## config.mk

```make
export PLATFORM = sky130hd
export DESIGN_NAME = rgb_to_hsv_pixel_top_flat
export DESIGN_NICKNAME = d
export VERILOG_FILES = /design/src/design/rthsv_pkg.sv /design/src/design/rthsv_ifs.sv /design/src/design/rthsv_front.sv /design/src/design/rthsv_div_cell.sv /design/src/design/rthsv_back.sv /design/src/design/rgb_to_hsv_pixel_top.sv /design/src/flat_wrapper.sv
export SDC_FILE = /design/constraint.sdc
export NUM_CORES = 1
export LEC_CHECK = 0
export ABC_AREA = 1
export ABC_CLOCK_PERIOD_IN_PS = 10000
export BUFFER_PORTS_ARGS = -buffer_cell sky130_fd_sc_hd__buf_4
export CORE_ASPECT_RATIO = 1.1
export CORE_MARGIN = 4
export CORE_UTILIZATION = 63
export CTS_CLUSTER_SIZE = 16
export DETAILED_ROUTE_END_ITERATION = 6
export PLACE_DENSITY = 0.84
export REMOVE_ABC_BUFFERS = 1
export SETUP_SLACK_MARGIN = 0.3
export SLEW_MARGIN = 10
export SYNTH_ARGS = -nofsm -noshare
export SYNTH_HDL_FRONTEND = slang
export SYNTH_SLANG_ARGS = --single-unit
```

## constraint.sdc

```tcl
create_clock -name clock -period 10 [get_ports clock]
set_clock_uncertainty 0.15 [all_clocks]
set_input_delay 2 -clock clock [delete_from_list [all_inputs] [get_ports clock]]
set_output_delay 2 -clock clock [all_outputs]
set_load 0.01 [all_outputs]
```

## src/design/rthsv_pkg.sv

```systemverilog
// ----------------------------------------------------------------------------
// rthsv_pkg
// Shared types, defaults and width helpers for the RGB to HSV converter.
// ----------------------------------------------------------------------------
package rthsv_pkg;

   localparam int COMPONENT_BITS_DEF = 8;
   localparam int HUE_FRAC_BITS_DEF  = 6;

   // Dominant component, picks the hue sector
   typedef enum logic [1:0] {
      SECTOR_RED,
      SECTOR_GREEN,
      SECTOR_BLUE
   } sector_type;

   // Side information carried down the divider chain next to the quotients
   typedef struct packed {
      logic       is_gray;
      logic       neg;
      sector_type sector;
   } hue_ctrl_type;

   // Quotient bits per division: saturation needs comp_bits, hue needs
   // enough for 60 degrees in fixed point.
   function automatic int quot_bits(input int comp_bits, input int frac_bits);
      return (comp_bits > frac_bits + 6) ? comp_bits : frac_bits + 6;
   endfunction

   // Bits for a hue below 360 degrees in fixed point
   function automatic int hue_bits(input int frac_bits);
      return $clog2(360 << frac_bits);
   endfunction

endpackage

```

## src/design/rthsv_ifs.sv

```systemverilog
// ----------------------------------------------------------------------------
// rthsv_ifs
// Valid/ready channels for RGB pixels in and HSV pixels out.
// ----------------------------------------------------------------------------
interface rthsv_pixel_if #(
   parameter int COMPONENT_BITS = 8
);
   logic                      valid;
   logic                      ready;
   logic [COMPONENT_BITS-1:0] red;
   logic [COMPONENT_BITS-1:0] green;
   logic [COMPONENT_BITS-1:0] blue;

   modport source (output valid, output red, output green, output blue, input ready);
   modport sink   (input valid, input red, input green, input blue, output ready);
endinterface

interface rthsv_hsv_if #(
   parameter int COMPONENT_BITS = 8,
   parameter int HUE_BITS       = 15
);
   logic                      valid;
   logic                      ready;
   logic [HUE_BITS-1:0]       hue;
   logic [COMPONENT_BITS-1:0] saturation;
   logic [COMPONENT_BITS-1:0] brightness;
   logic                      is_gray;

   modport source (output valid, output hue, output saturation, output brightness,
                   output is_gray, input ready);
   modport sink   (input valid, input hue, input saturation, input brightness,
                   input is_gray, output ready);
endinterface

```

## src/design/rthsv_front.sv

```systemverilog
// ----------------------------------------------------------------------------
// rthsv_front
// Input stage: max, min, sector and the two dividends for the divider chain.
// ----------------------------------------------------------------------------
module rthsv_front
   import rthsv_pkg::*;
#(
   parameter int COMPONENT_BITS = COMPONENT_BITS_DEF,
   parameter int HUE_FRAC_BITS  = HUE_FRAC_BITS_DEF
) (
   input  logic                                                    clock,
   input  logic                                                    reset,
   rthsv_pixel_if.sink                                             req_pix,
   output logic                                                    out_valid,
   input  logic                                                    out_ready,
   output logic [COMPONENT_BITS+quot_bits(COMPONENT_BITS,HUE_FRAC_BITS)-1:0] sat_word,
   output logic [COMPONENT_BITS+quot_bits(COMPONENT_BITS,HUE_FRAC_BITS)-1:0] hue_word,
   output logic [COMPONENT_BITS-1:0]                               max_val,
   output logic [COMPONENT_BITS-1:0]                               delta_val,
   output hue_ctrl_type                                            ctrl
);

   localparam int N  = COMPONENT_BITS;
   localparam int QB = quot_bits(COMPONENT_BITS, HUE_FRAC_BITS);
   localparam int DW = N + QB;
   localparam int SB = HUE_FRAC_BITS + 6;
   localparam logic [SB-1:0] SIXTY_FIX = SB'(60 << HUE_FRAC_BITS);

   logic              valid_ff, valid_in;
   logic [DW-1:0]     sat_word_ff, sat_word_in;
   logic [DW-1:0]     hue_word_ff, hue_word_in;
   logic [N-1:0]      max_ff, max_in;
   logic [N-1:0]      delta_ff, delta_in;
   hue_ctrl_type      ctrl_ff, ctrl_in;

   logic [N-1:0]      min_val, diff_a, diff_b, diff_mag;
   logic [N+SB-1:0]   hue_prod;
   logic [2*N-1:0]    sat_prod;
   logic              take;

   assign req_pix.ready = !valid_ff || out_ready;
   assign take          = req_pix.valid && req_pix.ready;

   always_comb begin
      ctrl_in = '0;
      if (req_pix.red >= req_pix.green && req_pix.red >= req_pix.blue) begin
         ctrl_in.sector = SECTOR_RED;
         max_in         = req_pix.red;
         diff_a         = req_pix.green;
         diff_b         = req_pix.blue;
      end else if (req_pix.green >= req_pix.blue) begin
         ctrl_in.sector = SECTOR_GREEN;
         max_in         = req_pix.green;
         diff_a         = req_pix.blue;
         diff_b         = req_pix.red;
      end else begin
         ctrl_in.sector = SECTOR_BLUE;
         max_in         = req_pix.blue;
         diff_a         = req_pix.red;
         diff_b         = req_pix.green;
      end
      min_val = req_pix.red;
      if (req_pix.green < min_val) min_val = req_pix.green;
      if (req_pix.blue < min_val)  min_val = req_pix.blue;
      delta_in        = max_in - min_val;
      ctrl_in.is_gray = (delta_in == '0);
      ctrl_in.neg     = diff_a < diff_b;
      diff_mag        = ctrl_in.neg ? diff_b - diff_a : diff_a - diff_b;
      // full scale times delta as a shift and subtract
      sat_prod        = {delta_in, {N{1'b0}}} - (2*N)'(delta_in);
      hue_prod        = diff_mag * SIXTY_FIX;
      sat_word_in     = DW'(sat_prod);
      hue_word_in     = DW'(hue_prod);
   end

   always_comb begin
      valid_in = valid_ff;
      if (req_pix.ready) valid_in = req_pix.valid;
   end

   always_ff @(posedge clock) begin
      if (reset) begin
         valid_ff <= 1'b0;
      end else begin
         valid_ff <= valid_in;
      end
   end

   always_ff @(posedge clock) begin
      if (take) begin
         sat_word_ff <= sat_word_in;
         hue_word_ff <= hue_word_in;
         max_ff      <= max_in;
         delta_ff    <= delta_in;
         ctrl_ff     <= ctrl_in;
      end
   end

   assign out_valid = valid_ff;
   assign sat_word  = sat_word_ff;
   assign hue_word  = hue_word_ff;
   assign max_val   = max_ff;
   assign delta_val = delta_ff;
   assign ctrl      = ctrl_ff;

endmodule

```

## src/design/rthsv_div_cell.sv

```systemverilog
// ----------------------------------------------------------------------------
// rthsv_div_cell
// One restoring division step for both the saturation and hue quotients.
// ----------------------------------------------------------------------------
module rthsv_div_cell
   import rthsv_pkg::*;
#(
   parameter int COMPONENT_BITS = COMPONENT_BITS_DEF,
   parameter int HUE_FRAC_BITS  = HUE_FRAC_BITS_DEF
) (
   input  logic                                                    clock,
   input  logic                                                    reset,
   input  logic                                                    in_valid,
   output logic                                                    in_ready,
   input  logic [COMPONENT_BITS+quot_bits(COMPONENT_BITS,HUE_FRAC_BITS)-1:0] in_sat_word,
   input  logic [COMPONENT_BITS+quot_bits(COMPONENT_BITS,HUE_FRAC_BITS)-1:0] in_hue_word,
   input  logic [COMPONENT_BITS-1:0]                               in_max,
   input  logic [COMPONENT_BITS-1:0]                               in_delta,
   input  hue_ctrl_type                                            in_ctrl,
   output logic                                                    out_valid,
   input  logic                                                    out_ready,
   output logic [COMPONENT_BITS+quot_bits(COMPONENT_BITS,HUE_FRAC_BITS)-1:0] out_sat_word,
   output logic [COMPONENT_BITS+quot_bits(COMPONENT_BITS,HUE_FRAC_BITS)-1:0] out_hue_word,
   output logic [COMPONENT_BITS-1:0]                               out_max,
   output logic [COMPONENT_BITS-1:0]                               out_delta,
   output hue_ctrl_type                                            out_ctrl
);

   localparam int N  = COMPONENT_BITS;
   localparam int QB = quot_bits(COMPONENT_BITS, HUE_FRAC_BITS);
   localparam int DW = N + QB;

   // Word layout: partial remainder on top, unprocessed dividend bits below,
   // quotient bits shifting in at the bottom.
   logic          valid_ff, valid_in;
   logic [DW-1:0] sat_word_ff, sat_word_in;
   logic [DW-1:0] hue_word_ff, hue_word_in;
   logic [N-1:0]  max_ff;
   logic [N-1:0]  delta_ff;
   hue_ctrl_type  ctrl_ff;

   logic [N:0]    sat_trial, hue_trial;
   logic [N+1:0]  sat_sub, hue_sub;
   logic          sat_ge, hue_ge;
   logic          take;

   assign in_ready = !valid_ff || out_ready;
   assign take     = in_valid && in_ready;

   always_comb begin
      sat_trial   = in_sat_word[DW-1:QB-1];
      sat_sub     = {1'b0, sat_trial} - {2'b00, in_max};
      sat_ge      = !sat_sub[N+1];
      sat_word_in = {(sat_ge ? sat_sub[N-1:0] : sat_trial[N-1:0]),
                     in_sat_word[QB-2:0], sat_ge};

      hue_trial   = in_hue_word[DW-1:QB-1];
      hue_sub     = {1'b0, hue_trial} - {2'b00, in_delta};
      hue_ge      = !hue_sub[N+1];
      hue_word_in = {(hue_ge ? hue_sub[N-1:0] : hue_trial[N-1:0]),
                     in_hue_word[QB-2:0], hue_ge};
   end

   always_comb begin
      valid_in = valid_ff;
      if (in_ready) valid_in = in_valid;
   end

   always_ff @(posedge clock) begin
      if (reset) begin
         valid_ff <= 1'b0;
      end else begin
         valid_ff <= valid_in;
      end
   end

   always_ff @(posedge clock) begin
      if (take) begin
         sat_word_ff <= sat_word_in;
         hue_word_ff <= hue_word_in;
         max_ff      <= in_max;
         delta_ff    <= in_delta;
         ctrl_ff     <= in_ctrl;
      end
   end

   assign out_valid    = valid_ff;
   assign out_sat_word = sat_word_ff;
   assign out_hue_word = hue_word_ff;
   assign out_max      = max_ff;
   assign out_delta    = delta_ff;
   assign out_ctrl     = ctrl_ff;

endmodule

```

## src/design/rthsv_back.sv

```systemverilog
// ----------------------------------------------------------------------------
// rthsv_back
// Output stage: sector offset, hue wrap, grey override and result register.
// ----------------------------------------------------------------------------
module rthsv_back
   import rthsv_pkg::*;
#(
   parameter int COMPONENT_BITS = COMPONENT_BITS_DEF,
   parameter int HUE_FRAC_BITS  = HUE_FRAC_BITS_DEF
) (
   input  logic                                                    clock,
   input  logic                                                    reset,
   input  logic                                                    in_valid,
   output logic                                                    in_ready,
   input  logic [COMPONENT_BITS+quot_bits(COMPONENT_BITS,HUE_FRAC_BITS)-1:0] in_sat_word,
   input  logic [COMPONENT_BITS+quot_bits(COMPONENT_BITS,HUE_FRAC_BITS)-1:0] in_hue_word,
   input  logic [COMPONENT_BITS-1:0]                               in_max,
   input  hue_ctrl_type                                            in_ctrl,
   rthsv_hsv_if.source                                             rsp_hsv
);

   localparam int N   = COMPONENT_BITS;
   localparam int HB  = hue_bits(HUE_FRAC_BITS);
   localparam int HW  = HB + 1;
   localparam int SB  = HUE_FRAC_BITS + 6;
   localparam logic [HW-1:0] OFF_GREEN = HW'(120 << HUE_FRAC_BITS);
   localparam logic [HW-1:0] OFF_BLUE  = HW'(240 << HUE_FRAC_BITS);
   localparam logic [HW-1:0] FULL_TURN = HW'(360 << HUE_FRAC_BITS);

   logic          valid_ff, valid_in;
   logic [HB-1:0] hue_ff, hue_in;
   logic [N-1:0]  sat_ff, sat_in;
   logic [N-1:0]  bright_ff;
   logic          gray_ff;

   logic [HW-1:0] offset, quot, hue_full;
   logic          take;

   assign in_ready = !valid_ff || rsp_hsv.ready;
   assign take     = in_valid && in_ready;

   always_comb begin
      case (in_ctrl.sector)
         SECTOR_RED:   offset = '0;
         SECTOR_GREEN: offset = OFF_GREEN;
         SECTOR_BLUE:  offset = OFF_BLUE;
         default:      offset = '0;
      endcase
      quot = HW'(in_hue_word[SB-1:0]);
      if (!in_ctrl.neg) begin
         hue_full = offset + quot;
      end else if (offset >= quot) begin
         hue_full = offset - quot;
      end else begin
         // below zero in the red sector: wrap by a full turn
         hue_full = offset + FULL_TURN - quot;
      end
      hue_in = in_ctrl.is_gray ? '0 : hue_full[HB-1:0];
      sat_in = in_ctrl.is_gray ? '0 : in_sat_word[N-1:0];
   end

   always_comb begin
      valid_in = valid_ff;
      if (in_ready) valid_in = in_valid;
   end

   always_ff @(posedge clock) begin
      if (reset) begin
         valid_ff <= 1'b0;
      end else begin
         valid_ff <= valid_in;
      end
   end

   always_ff @(posedge clock) begin
      if (take) begin
         hue_ff    <= hue_in;
         sat_ff    <= sat_in;
         bright_ff <= in_max;
         gray_ff   <= in_ctrl.is_gray;
      end
   end

   assign rsp_hsv.valid      = valid_ff;
   assign rsp_hsv.hue        = hue_ff;
   assign rsp_hsv.saturation = sat_ff;
   assign rsp_hsv.brightness = bright_ff;
   assign rsp_hsv.is_gray    = gray_ff;

   a_gray_zero: assert property (@(posedge clock) disable iff (reset)
      (valid_ff && gray_ff) |-> (hue_ff == '0 && sat_ff == '0))
      else $error("grey result with non-zero hue or saturation");

   a_colour_sat: assert property (@(posedge clock) disable iff (reset)
      (valid_ff && !gray_ff) |-> (sat_ff != '0 && bright_ff != '0))
      else $error("coloured result with zero saturation or value");

   a_hue_range: assert property (@(posedge clock) disable iff (reset)
      valid_ff |-> (HW'(hue_ff) < FULL_TURN))
      else $error("hue at or above a full turn");

   a_reset_empty: assert property (@(posedge clock)
      reset |=> !valid_ff)
      else $error("result valid straight after reset");

endmodule

```

## src/design/rgb_to_hsv_pixel_top.sv

```systemverilog
// ----------------------------------------------------------------------------
// rgb_to_hsv_pixel_top
// RGB to HSV pixel converter: input stage, chain of divider cells, output.
//
//   channel   direction  transfer
//   req_pix   in         one RGB pixel (red, green, blue)
//   rsp_hsv   out        hue, saturation, brightness, is_gray
//
// One pixel per clock sustained while the result side is ready. Between the
// input stage and the output register sits the divider chain: one cell per quotient bit,
// QB = max(component bits, hue fraction bits + 6), both divisions side by side in each cell.
// Reset clears only the stage valid bits. Every stage holds while it is full and its
// successor cannot take, so a stalled result lets the empty stages keep filling.
// ----------------------------------------------------------------------------
module rgb_to_hsv_pixel_top
   import rthsv_pkg::*;
#(
   parameter int COMPONENT_BITS = COMPONENT_BITS_DEF,
   parameter int HUE_FRAC_BITS  = HUE_FRAC_BITS_DEF
) (
   input  logic          clock,
   input  logic          reset,
   rthsv_pixel_if.sink   req_pix,
   rthsv_hsv_if.source   rsp_hsv
);

   localparam int N  = COMPONENT_BITS;
   localparam int QB = quot_bits(COMPONENT_BITS, HUE_FRAC_BITS);
   localparam int DW = N + QB;

   logic          st_valid [QB+1];
   logic          st_ready [QB+1];
   logic [DW-1:0] st_sat   [QB+1];
   logic [DW-1:0] st_hue   [QB+1];
   logic [N-1:0]  st_max   [QB+1];
   logic [N-1:0]  st_delta [QB+1];
   hue_ctrl_type  st_ctrl  [QB+1];

   rthsv_front #(
      .COMPONENT_BITS (COMPONENT_BITS),
      .HUE_FRAC_BITS  (HUE_FRAC_BITS)
   ) u_front (
      .clock     (clock),
      .reset     (reset),
      .req_pix   (req_pix),
      .out_valid (st_valid[0]),
      .out_ready (st_ready[0]),
      .sat_word  (st_sat[0]),
      .hue_word  (st_hue[0]),
      .max_val   (st_max[0]),
      .delta_val (st_delta[0]),
      .ctrl      (st_ctrl[0])
   );

   for (genvar k = 0; k < QB; k++) begin : g_cell
      rthsv_div_cell #(
         .COMPONENT_BITS (COMPONENT_BITS),
         .HUE_FRAC_BITS  (HUE_FRAC_BITS)
      ) u_cell (
         .clock        (clock),
         .reset        (reset),
         .in_valid     (st_valid[k]),
         .in_ready     (st_ready[k]),
         .in_sat_word  (st_sat[k]),
         .in_hue_word  (st_hue[k]),
         .in_max       (st_max[k]),
         .in_delta     (st_delta[k]),
         .in_ctrl      (st_ctrl[k]),
         .out_valid    (st_valid[k+1]),
         .out_ready    (st_ready[k+1]),
         .out_sat_word (st_sat[k+1]),
         .out_hue_word (st_hue[k+1]),
         .out_max      (st_max[k+1]),
         .out_delta    (st_delta[k+1]),
         .out_ctrl     (st_ctrl[k+1])
      );
   end

   rthsv_back #(
      .COMPONENT_BITS (COMPONENT_BITS),
      .HUE_FRAC_BITS  (HUE_FRAC_BITS)
   ) u_back (
      .clock       (clock),
      .reset       (reset),
      .in_valid    (st_valid[QB]),
      .in_ready    (st_ready[QB]),
      .in_sat_word (st_sat[QB]),
      .in_hue_word (st_hue[QB]),
      .in_max      (st_max[QB]),
      .in_ctrl     (st_ctrl[QB]),
      .rsp_hsv     (rsp_hsv)
   );

endmodule

```

## src/flat_wrapper.sv

```systemverilog
// flat-port wrapper written by rule: the top's interface ports become plain ports
module rgb_to_hsv_pixel_top_flat import rthsv_pkg::*;
#(
   parameter int COMPONENT_BITS = COMPONENT_BITS_DEF,
   parameter int HUE_FRAC_BITS  = HUE_FRAC_BITS_DEF
)
  (clock, reset, req_pix_valid, req_pix_red, req_pix_green, req_pix_blue, req_pix_ready, rsp_hsv_valid, rsp_hsv_hue, rsp_hsv_saturation, rsp_hsv_brightness, rsp_hsv_is_gray, rsp_hsv_ready);
  rthsv_pixel_if #(.COMPONENT_BITS(COMPONENT_BITS)) req_pix_i ();
  rthsv_hsv_if #(.COMPONENT_BITS(COMPONENT_BITS), .HUE_BITS((hue_bits((HUE_FRAC_BITS_DEF))))) rsp_hsv_i ();
  input  logic clock;
  input  logic reset;
  input wire logic [$bits(req_pix_i.valid)-1:0] req_pix_valid;
  input wire logic [$bits(req_pix_i.red)-1:0] req_pix_red;
  input wire logic [$bits(req_pix_i.green)-1:0] req_pix_green;
  input wire logic [$bits(req_pix_i.blue)-1:0] req_pix_blue;
  output wire logic [$bits(req_pix_i.ready)-1:0] req_pix_ready;
  output wire logic [$bits(rsp_hsv_i.valid)-1:0] rsp_hsv_valid;
  output wire logic [$bits(rsp_hsv_i.hue)-1:0] rsp_hsv_hue;
  output wire logic [$bits(rsp_hsv_i.saturation)-1:0] rsp_hsv_saturation;
  output wire logic [$bits(rsp_hsv_i.brightness)-1:0] rsp_hsv_brightness;
  output wire logic [$bits(rsp_hsv_i.is_gray)-1:0] rsp_hsv_is_gray;
  input wire logic [$bits(rsp_hsv_i.ready)-1:0] rsp_hsv_ready;
  assign req_pix_i.valid = req_pix_valid;
  assign req_pix_i.red = req_pix_red;
  assign req_pix_i.green = req_pix_green;
  assign req_pix_i.blue = req_pix_blue;
  assign req_pix_ready = req_pix_i.ready;
  assign rsp_hsv_valid = rsp_hsv_i.valid;
  assign rsp_hsv_hue = rsp_hsv_i.hue;
  assign rsp_hsv_saturation = rsp_hsv_i.saturation;
  assign rsp_hsv_brightness = rsp_hsv_i.brightness;
  assign rsp_hsv_is_gray = rsp_hsv_i.is_gray;
  assign rsp_hsv_i.ready = rsp_hsv_ready;
  rgb_to_hsv_pixel_top #(.COMPONENT_BITS(COMPONENT_BITS), .HUE_FRAC_BITS(HUE_FRAC_BITS)) u_core (.clock(clock), .reset(reset), .req_pix(req_pix_i), .rsp_hsv(rsp_hsv_i));
endmodule
```

==> run summary, run 1 <==
outcome - completed
number of flops mapped to enable cells by yosys - 662
CTS tree - done
antenna violations before repair - 0
min Tclk post-route - 8880 ps
DRT antenna net count - 0
Max-Cap Viols - 0
Most used DFF post-synth - edfxtp_1
Post-CTS Setup Repair Bufs - 0
# DRC - 0
Sink Count - 676
Mean Syn Cell Area - 11.8 um^2
Overflow after GRT - 0
unique cell type count in the Yosys netlist - 49
PD cells - 235 nW/um^2
vias per cell - 5.63
Final period util - 88.8%
first-pass GRT wire length - 102000 um
# rows - 87
Area growth, synth to finish - 10.3%
Yosys reg bits - 676
setup tns final - 0 ps
Die X-Extent - 226 um
Gate Count Post-Synth - 2786
fraction of layout cells with a size suffix above 1 - 7.67%
area of the die - 55900 um^2
CP Class - in -> reg
number of buffers created by CTS - 68
CP Max Fanout - 11
peak supply drop - 0.286 mV
Yosys top cell by area - edfxtp_1
Port Buffers - 61
RSZ-0062 raised after global routing - false
final wirelength - 62500 um
max-slew violation count - 0
Routed WL per cell - 17.3 um
GRT Util Overall - 22.6%
register area share after synthesis - 61.3%
hold_ws - 255 ps
placed wire-length estimate - 44400 um
Leakage - 0.0149 uW
count leader, synth - edfxtp_1
WP data required - 10200 ps
area of the core - 51500 um^2
Placer Congestion - 0.862
area fraction of the dominant cell type after synthesis - 60.5%
worst-case reg-to-reg path depth - 14
Starting Density - 63.9%
Resized cells post-CTS - 0
Worst-Skew Late Latency - 610 ps
clock-pin slew on the worst setup and hold paths - 60 ps
most used cell, CP - nor2_1
layout net count - 3231
Synth area leaders - edfxtp_1 60%, ha_1 10%, inv_1 5.3%, a21oi_1 4.2%, nor2_1 3.6%
first-pass detailed-route iteration total - 5
Slew @ Worst Pin - 1060 ps
Post-synth top cells - 662 x edfxtp_1, 461 x inv_1, 314 x nor2_1, 278 x a21oi_1, 268 x ha_1
vias in the first global route - 21400
CP startpoint kind - input pin
diode count - 0
Hold Violations, Final - 0
maximum cell stage delay along the critical path - 640 ps
I/O Pins - 62
Netlist Area Pre-Place - 32900 um^2
via count - 20300
DIE HEIGHT - 248 um
CTS Root Cell - clkbuf_16
DR iter-0 viols - 1403
yosys warns - 0
Hold Path Class - reg -> reg
hold path depth - 0
FMAX - 113 MHz
Final setup viols - 0
Post-CTS Hold Buffers - 0
# H-tree levels - 3
largest net degree at the start of global routing - 55
CTS max path bufs - 3
Worst setup EP type - flop
highest-delay cell along the critical path - nor2_1
CP arrival - 9080 ps
Max transition margin - 29.4%
ys async rst share - 0%
## metrics by stage
stage                     instance area [um^2]  instances  util (%)  setup WS (ps)  power (uW)
after detailed placement                 34200       3495      66.4            541        6130
after global routing                     36300       3612      70.5            416        9060
after CTS                                36300       3612      70.5           1150        8560
final                                    36300       3612      70.5           1120        8510
after floorplan                          32700       2750         -           1100        5520
after global placement                   34200       3495      66.4            744        5990
## worst paths after layout
kind | from | end | slack, ps
setup / recovery | req_pix_green[7] | u_core.u_front.hue_word[19]$_DFFE_PP_ | 1120
hold / removal | u_core.g_cell[10].u_cell.out_sat_word[6]$_DFFE_PP_ | u_core.g_cell[11].u_cell.out_sat_word[7]$_DFFE_PP_ | 250
setup reg to reg | u_core.g_cell[11].u_cell.out_ctrl[1]$_DFFE_PP_ | u_core.u_back.rsp_hsv.hue[5]$_SDFFCE_PP0P_ | 6420
hold reg to reg | u_core.g_cell[10].u_cell.out_sat_word[6]$_DFFE_PP_ | u_core.g_cell[11].u_cell.out_sat_word[7]$_DFFE_PP_ | 250
## power by group
group          total, uW  internal, uW  switching (uW)
sequential          3550          3450            95.2
clock               2400          1360            1030
combinational       2570          1010            1560
total               8510          5830            2690
## worst max-delay path, delay by kind of cell
kind / cells / cell delay, ps
compound gates: 10 / 1660
xor+xnor: 3 / 620
fa+ha+maj: 6 / 2180
buf+inv: 6 / 540
simple gates: 13 / 2070
## cell type report
class / instances / area [um^2]
Clock inverter: 34 / 292
Clock buffer: 83 / 1800
Tap cell: 667 / 835
Timing Repair Buffer: 78 / 586
Inverter: 468 / 1760
Multi-Input combinational cell: 1606 / 10900
Sequential cell: 676 / 20200
Fill cell: 3236 / 15200
## sequential cells by signal, summed over array words and instances, names as in the netlist, 4 cells and up
name	cells
u_core.u_front.hue_word	12
u_core.g_cell.u_cell.out_max	96
u_core.g_cell.u_cell.out_delta	78
u_core.u_back.rsp_hsv.saturation	8
u_core.u_front.max_val	8
u_core.g_cell.u_cell.out_hue_word	172
u_core.u_back.rsp_hsv.hue	15
u_core.u_back.rsp_hsv.brightness	8
u_core.u_front.ctrl	4
u_core.u_front.sat_word	15
u_core.g_cell.u_cell.out_valid	12
u_core.g_cell.u_cell.out_ctrl	48
u_core.g_cell.u_cell.out_sat_word	189
u_core.u_front.delta_val	8
## routing by layer
metal / track usage [%] / part of all wire, % / vias up
li1: - / - / 9776
met1: 22.0 / 35 / 9750
met2: 46.2 / 57 / 609
met3: 3.56 / 3.8 / 207
met4: 9.89 / 4.3 / 0
met5: 0 / 0 / -
## cell usage in the layout, fill, tap and decap left out, drive strengths merged, types with 23 or more instances in the layout
master  netlist  routed
fa           37      37
nand3        33      33
o31ai        23      23
xnor2        53      53
nand2       261     261
a21oi       281     281
inv         468     469
edfxtp      662     662
o21ai       132     132
nor3         30      30
xor2         83      83
buf          25      78
clkinv        0      27
clkbuf       11      83
ha          268     268
nor2        322     322
## kinds of logic after synthesis
family                   synth area share (%)
AO/OA/AOI/OAI                            8.58
XOR/XNOR                                 3.67
adder cells (fa/ha/maj)                  12.4
buffers and inverters                    5.87
flip-flops                               61.3
other                                  0.0114
AND/OR/NAND/NOR                          8.11
(Power assumes the default switching activity.)
==> run 2, diff against run 1 <==
--- a/config.mk
+++ b/config.mk
@@ -7,7 +7,7 @@
 export LEC_CHECK = 0
 export ABC_AREA = 1
 export ABC_CLOCK_PERIOD_IN_PS = 10000
-export BUFFER_PORTS_ARGS = -buffer_cell sky130_fd_sc_hd__buf_4
+export BUFFER_PORTS_ARGS = -buffer_cell sky130_fd_sc_hd__buf_2
 export CORE_ASPECT_RATIO = 1.1
 export CORE_MARGIN = 4
 export CORE_UTILIZATION = 63
@@ -16,6 +16,7 @@
 export PLACE_DENSITY = 0.84
 export REMOVE_ABC_BUFFERS = 1
 export SETUP_SLACK_MARGIN = 0.3
+export SKIP_CTS_REPAIR_TIMING = 1
 export SLEW_MARGIN = 10
 export SYNTH_ARGS = -nofsm -noshare
 export SYNTH_HDL_FRONTEND = slang
==> constraint.sdc (replaced) <==
create_clock -name clock -period 10 [get_ports clock]
set_clock_uncertainty 0.15 [all_clocks]
set_input_delay 2 -clock clock [delete_from_list [all_inputs] [get_ports clock]]
set_output_delay 2 -clock clock [all_outputs]
set_load 0.02 [all_outputs]
==> run summary, run 2 (synthesized netlist as in run 1, its figures left out) <==
area of the core - 51500 um^2 (unchanged)
# rows - 87 (unchanged)
final wirelength - 62100 um (was 62500 um)
Die X-Extent - 226 um (unchanged)
R2R Setup Slk - 6330 ps (was 6420 ps)
CTS tree - done (unchanged)
min Tclk post-route - 8910 ps (was 8880 ps)
Area growth, synth to finish - 9.40% (was 10.3%)
peak supply drop - 0.453 mV (was 0.286 mV)
CTS Root Cell - clkbuf_16 (unchanged)
via count - 20300 (about the same)
fraction of layout cells with a size suffix above 1 - 7.29% (was 7.67%)
# H-tree levels - 2 (was 3)
Sink Count - 676 (unchanged)
maximum cell stage delay along the critical path - 560 ps (was 640 ps)
I/O Pins - 62 (unchanged)
Worst-Skew Late Latency - 630 ps (was 610 ps)
# fillers - 3170 (was 3236)
Worst setup EP type - flop (unchanged)
first-pass detailed-route iteration total - 5 (unchanged)
Buf+Inv Stages, Crit Path - 6 (unchanged)
DR iter-0 viols - 1316 (was 1403)
CTS max path bufs - 3 (unchanged)
DIE HEIGHT - 248 um (unchanged)
number of flip-flops in the largest register - 189 (unchanged)
Max-Cap Viols - 0 (unchanged)
Routed WL per cell - 17.2 um (was 17.3 um)
antenna violations before repair - 0 (unchanged)
outcome - completed (unchanged)
commonest non-fill, non-tap cells in the layout - 662 x edfxtp_1, 456 x inv_1, 310 x nor2_1 (unchanged)
CP delay by family, top - adder cells (unchanged)
max-slew violation count - 0 (unchanged)
Final setup viols - 0 (unchanged)
Leakage - 0.0148 uW (was 0.0149 uW)
placed wire-length estimate - 44400 um (about the same)
commonest non-fill, non-tap cell in the layout - edfxtp_1 (unchanged)
Max transition margin - 29.3% (was 29.4%)
vias per cell - 5.62 (was 5.63)
highest-delay cell along the critical path - nor2_1 (unchanged)
CP Max Fanout - 11 (unchanged)
area of the die - 55900 um^2 (unchanged)
most used cell, CP - nor2_1 (unchanged)
clock-pin slew on the worst setup and hold paths - 60 ps (about the same)
PD cells - 235 nW/um^2 (about the same)
first-pass GRT wire length - 101000 um (was 102000 um)
GRT Util Overall - 22.4% (was 22.6%)
DRT antenna net count - 0 (unchanged)
Placer Congestion - 0.898 (was 0.862)
Hold Path Class - reg -> reg (unchanged)
RSZ-0062 raised after global routing - false (unchanged)
vias in the first global route - 21500 (was 21400)
Starting Density - 63.9% (unchanged)
# DRC - 0 (unchanged)
diode count - 0 (unchanged)
CP arrival - 9130 ps (was 9080 ps)
FMAX - 112 MHz (was 113 MHz)
Overflow after GRT - 0 (unchanged)
Final period util - 89.1% (was 88.8%)
CP Class - in -> reg (unchanged)
placed insts - 3495 (unchanged)
WP data required - 10230 ps (was 10200 ps)
number of buffers created by CTS - 60 (was 68)
layout net count - 3223 (was 3231)
Hold Violations, Final - 0 (unchanged)
final std cells w/o fill - 3604 (was 3612)
Slew @ Worst Pin - 1060 ps (about the same)
largest net degree at the start of global routing - 55 (unchanged)
CP startpoint kind - input pin (unchanged)
Port Buffers - 61 (unchanged)
setup tns final - 0 ps (unchanged)
run 2: cell types whose count changed in the layout (fill, tap and decap cells not counted):
cell,delta
clkinv_8,-1
clkbuf_16,-9
buf_4,-61
inv_8,-1
clkinv_4,-3
clkbuf_8,-2
clkinv_2,+1
bufinv_16,+5
buf_2,+61
clkinvlp_4,-2
clkinv_1,+6
clkbuf_1,-2
run 2: per-layer routing:
| layer | vias to the layer above | track usage [%] | wire length (um) |
|---|---|---|---|
| met5 | - | 0 | 0 |
| met4 | 0 | 11.4 | 3360 |
| met3 | 195 | 2.85 | 2160 |
| met2 | 568 | 45.8 | 35500 |
| met1 | 9736 | 21.3 | 21100 |
| li1 | 9770 | - | - |
run 2: final cells by class:
cell class	count	area (um^2)	area share (%)
tap	667	835	2.32
clock inverter	39	400	1.11
multi-input combinational	1606	10900	30.2
inverter	468	1760	4.88
timing repair buffer	78	433	1.20
clock buffer	70	1540	4.28
sequential	676	20200	56.0
run 2: worst paths after layout:
check	start	to	cells past startpoint
setup reg to reg	u_core.g_cell[11].u_cell.out_ctrl[1]$_DFFE_PP_	u_core.u_back.rsp_hsv.hue[5]$_SDFFCE_PP0P_	14
hold / removal	u_core.g_cell[7].u_cell.out_ctrl[0]$_DFFE_PP_	u_core.g_cell[8].u_cell.out_ctrl[0]$_DFFE_PP_	0
setup / recovery	req_pix_blue[1]	u_core.u_front.hue_word[19]$_DFFE_PP_	39
hold reg to reg	u_core.g_cell[7].u_cell.out_ctrl[0]$_DFFE_PP_	u_core.g_cell[8].u_cell.out_ctrl[0]$_DFFE_PP_	0
run 2: through the flow:
stage | setup WS, ps | cell area [um^2] | total power [uW] | util, % | hold slack [ps]
after floorplan | 1100 | 32700 | 5520 | - | 250
after global placement | 637 | 34000 | 5980 | 66.1 | 250
after detailed placement | 498 | 34000 | 6160 | 66.1 | 255
after CTS | 1130 | 36000 | 8480 | 69.9 | 241
after global routing | 654 | 36000 | 8970 | 69.9 | 262
final | 1090 | 36000 | 8470 | 69.9 | 249
run 2: power by group:
group / internal, uW / total [uW] / switching (uW)
clock: 1300 / 2300 / 995
sequential: 3450 / 3550 / 102
combinational: 1020 / 2620 / 1600
total: 5770 / 8470 / 2690
==> run 3, diff against run 2 <==
--- a/config.mk
+++ b/config.mk
@@ -8,9 +8,11 @@
 export ABC_AREA = 1
 export ABC_CLOCK_PERIOD_IN_PS = 10000
 export BUFFER_PORTS_ARGS = -buffer_cell sky130_fd_sc_hd__buf_2
-export CORE_ASPECT_RATIO = 1.1
+export CELL_PAD_IN_SITES_DETAIL_PLACEMENT = 1
+export CELL_PAD_IN_SITES_GLOBAL_PLACEMENT = 1
+export CORE_ASPECT_RATIO = 0.8
 export CORE_MARGIN = 4
-export CORE_UTILIZATION = 63
+export CORE_UTILIZATION = 52
 export CTS_CLUSTER_SIZE = 16
 export DETAILED_ROUTE_END_ITERATION = 6
 export PLACE_DENSITY = 0.84
==> run summary, run 3 (synthesized netlist as in run 1, its figures left out) <==
setup tns final - 0 ps (unchanged)
area of the multi-input gates - 10900 um^2 (unchanged)
Sink Count - 676 (unchanged)
Max transition margin - 21.6% (was 29.3%)
final wirelength - 77700 um (was 62100 um)
RSZ-0062 raised after global routing - false (unchanged)
pre-CTS WS - 675 ps (was 498 ps)
DRT antenna net count - 0 (unchanged)
clock-pin slew on the worst setup and hold paths - 60 ps (about the same)
Critical R2R Launch - u_core.g_cell[11].u_cell.out_ctrl[1]$_DFFE_PP_ (unchanged)
# DRC - 0 (unchanged)
most used cell, CP - nor2_1 (unchanged)
CP arrival - 8940 ps (was 9130 ps)
final worst slack - 1270 ps (was 1090 ps)
maximum cell stage delay along the critical path - 520 ps (was 560 ps)
number of flip-flops in the largest register - 189 (unchanged)
Setup crit start - req_pix_blue[7] (was req_pix_blue[1])
cell area after layout - 36600 um^2 (was 36000 um^2)
Final period util - 87.3% (was 89.1%)
number of buffers created by CTS - 69 (was 60)
layout net count - 3229 (was 3223)
vias per cell - 5.49 (was 5.62)
WP data required - 10210 ps (was 10230 ps)
Final setup viols - 0 (unchanged)
Overflow after GRT - 0 (unchanged)
area of the core - 62600 um^2 (was 51500 um^2)
min Tclk post-route - 8730 ps (was 8910 ps)
Die X-Extent - 289 um (was 226 um)
max-slew violation count - 0 (unchanged)
first-pass detailed-route iteration total - 5 (unchanged)
Leakage - 0.0150 uW (was 0.0148 uW)
FF/Latch Area - 20200 um^2 (unchanged)
DR iter-0 viols - 1260 (was 1316)
PD cells - 247 nW/um^2 (was 235 nW/um^2)
largest net degree at the start of global routing - 55 (unchanged)
Port Buffers - 61 (unchanged)
via count - 20800 (was 20300)
commonest non-fill, non-tap cells in the layout - 662 x edfxtp_1, 455 x inv_1, 310 x nor2_1 (was 662 x edfxtp_1, 456 x inv_1, 310 x nor2_1)
commonest non-fill, non-tap cell in the layout - edfxtp_1 (unchanged)
antenna violations before repair - 1 (was 0)
DIE HEIGHT - 233 um (was 248 um)
Placer Congestion - 0.857 (was 0.898)
hold path startpoint - u_core.g_cell[8].u_cell.out_sat_word[3]$_DFFE_PP_ (was u_core.g_cell[7].u_cell.out_ctrl[0]$_DFFE_PP_)
highest-delay cell along the critical path - fa_1 (was nor2_1)
vias in the first global route - 23400 (was 21500)
# fillers - 6389 (was 3170)
CTS Root Cell - clkbuf_16 (unchanged)
FMAX - 115 MHz (was 112 MHz)
CP Class - in -> reg (unchanged)
# rows - 82 (was 87)
placed wire-length estimate - 55200 um (was 44400 um)
Max-Cap Viols - 0 (unchanged)
Routed WL per cell - 20.5 um (was 17.2 um)
# H-tree levels - 3 (was 2)
CP Max Fanout - 19 (was 11)
CTS max path bufs - 3 (unchanged)
first-pass GRT wire length - 126000 um (was 101000 um)
Hold Path Class - reg -> reg (unchanged)
CP startpoint kind - input pin (unchanged)
GRT Util Overall - 23.8% (was 22.4%)
Worst setup EP type - flop (unchanged)
outcome - completed (unchanged)
Hold Violations, Final - 0 (unchanged)
fraction of layout cells with a size suffix above 1 - 7.83% (was 7.29%)
area of the die - 67400 um^2 (was 55900 um^2)
CTS tree - done (unchanged)
Slew @ Worst Pin - 1170 ps (was 1060 ps)
I/O Pins - 62 (unchanged)
post-place instance area - 34200 um^2 (was 34000 um^2)
Worst-Skew Late Latency - 620 ps (was 630 ps)
Area growth, synth to finish - 11.2% (was 9.40%)
Starting Density - 52.5% (was 63.9%)
peak supply drop - 0.707 mV (was 0.453 mV)
[run 3: cell types whose count changed in the layout (fill, tap and decap cells not counted), sizes merged]
cell / previous run / this run
buf: 78 / 75
clkbuf: 70 / 85
diode: 0 / 1
bufinv: 8 / 9
clkinv: 30 / 29
clkinvlp: 1 / 3
[run 3: final timing paths]
check,cells after the start,to,slack [ps]
setup / recovery,40,u_core.u_front.hue_word[19]$_DFFE_PP_,1270
hold / removal,0,u_core.g_cell[9].u_cell.out_sat_word[4]$_DFFE_PP_,260
setup reg to reg,14,u_core.u_back.rsp_hsv.hue[5]$_SDFFCE_PP0P_,6110
hold reg to reg,0,u_core.g_cell[9].u_cell.out_sat_word[4]$_DFFE_PP_,260
[run 3: metrics by stage]
stage	utilization, %	hold WS (ps)	power, uW	std cells
2_1_floorplan	-	250	5520	2750
3_3_place_gp	54.7	251	6110	3665
3_5_place_dp	54.7	255	6360	3665
4_1_cts	58.4	254	9080	3791
5_1_grt	58.4	265	9560	3791
6_report	58.4	259	9040	3792
[run 3: report_power, final]
| group | switching [uW] | internal, uW | leakage (uW) |
|---|---|---|---|
| Sequential | 102 | 3450 | 0.00613 |
| Clock | 1110 | 1550 | 0.00113 |
| Combinational | 1810 | 1010 | 0.00773 |
| Total | 3020 | 6010 | 0.0150 |
[run 3: per-layer routing]
| layer | share of wire (%) | track usage [%] | up-vias |
|---|---|---|---|
| met2 | 55 | 46.3 | 448 |
| li1 | - | - | 9773 |
| met1 | 38 | 26.4 | 10400 |
| met3 | 3.2 | 3.33 | 183 |
| met4 | 3.4 | 8.08 | 0 |
| met5 | 0 | 0 | - |
[run 3: cell type report]
class | instances | area share [%]
diodes | 1 | 0.00684
clock buffers | 85 | 5.00
clock inverters | 41 | 1.37
inverters | 468 | 4.80
multi-input cells | 1606 | 29.7
flip-flops and latches | 676 | 55.1
well taps | 840 | 2.87
repair buffers | 75 | 1.12
[run 3: worst max-delay path: cells and delay by family]
| family | cells | cell delay [ps] |
|---|---|---|
| adder cells (fa/ha/maj) | 6 | 2120 |
| XOR/XNOR | 3 | 610 |
| AND/OR/NAND/NOR | 14 | 1700 |
| AO/OA/AOI/OAI | 10 | 1730 |
| buffers and inverters | 7 | 770 |
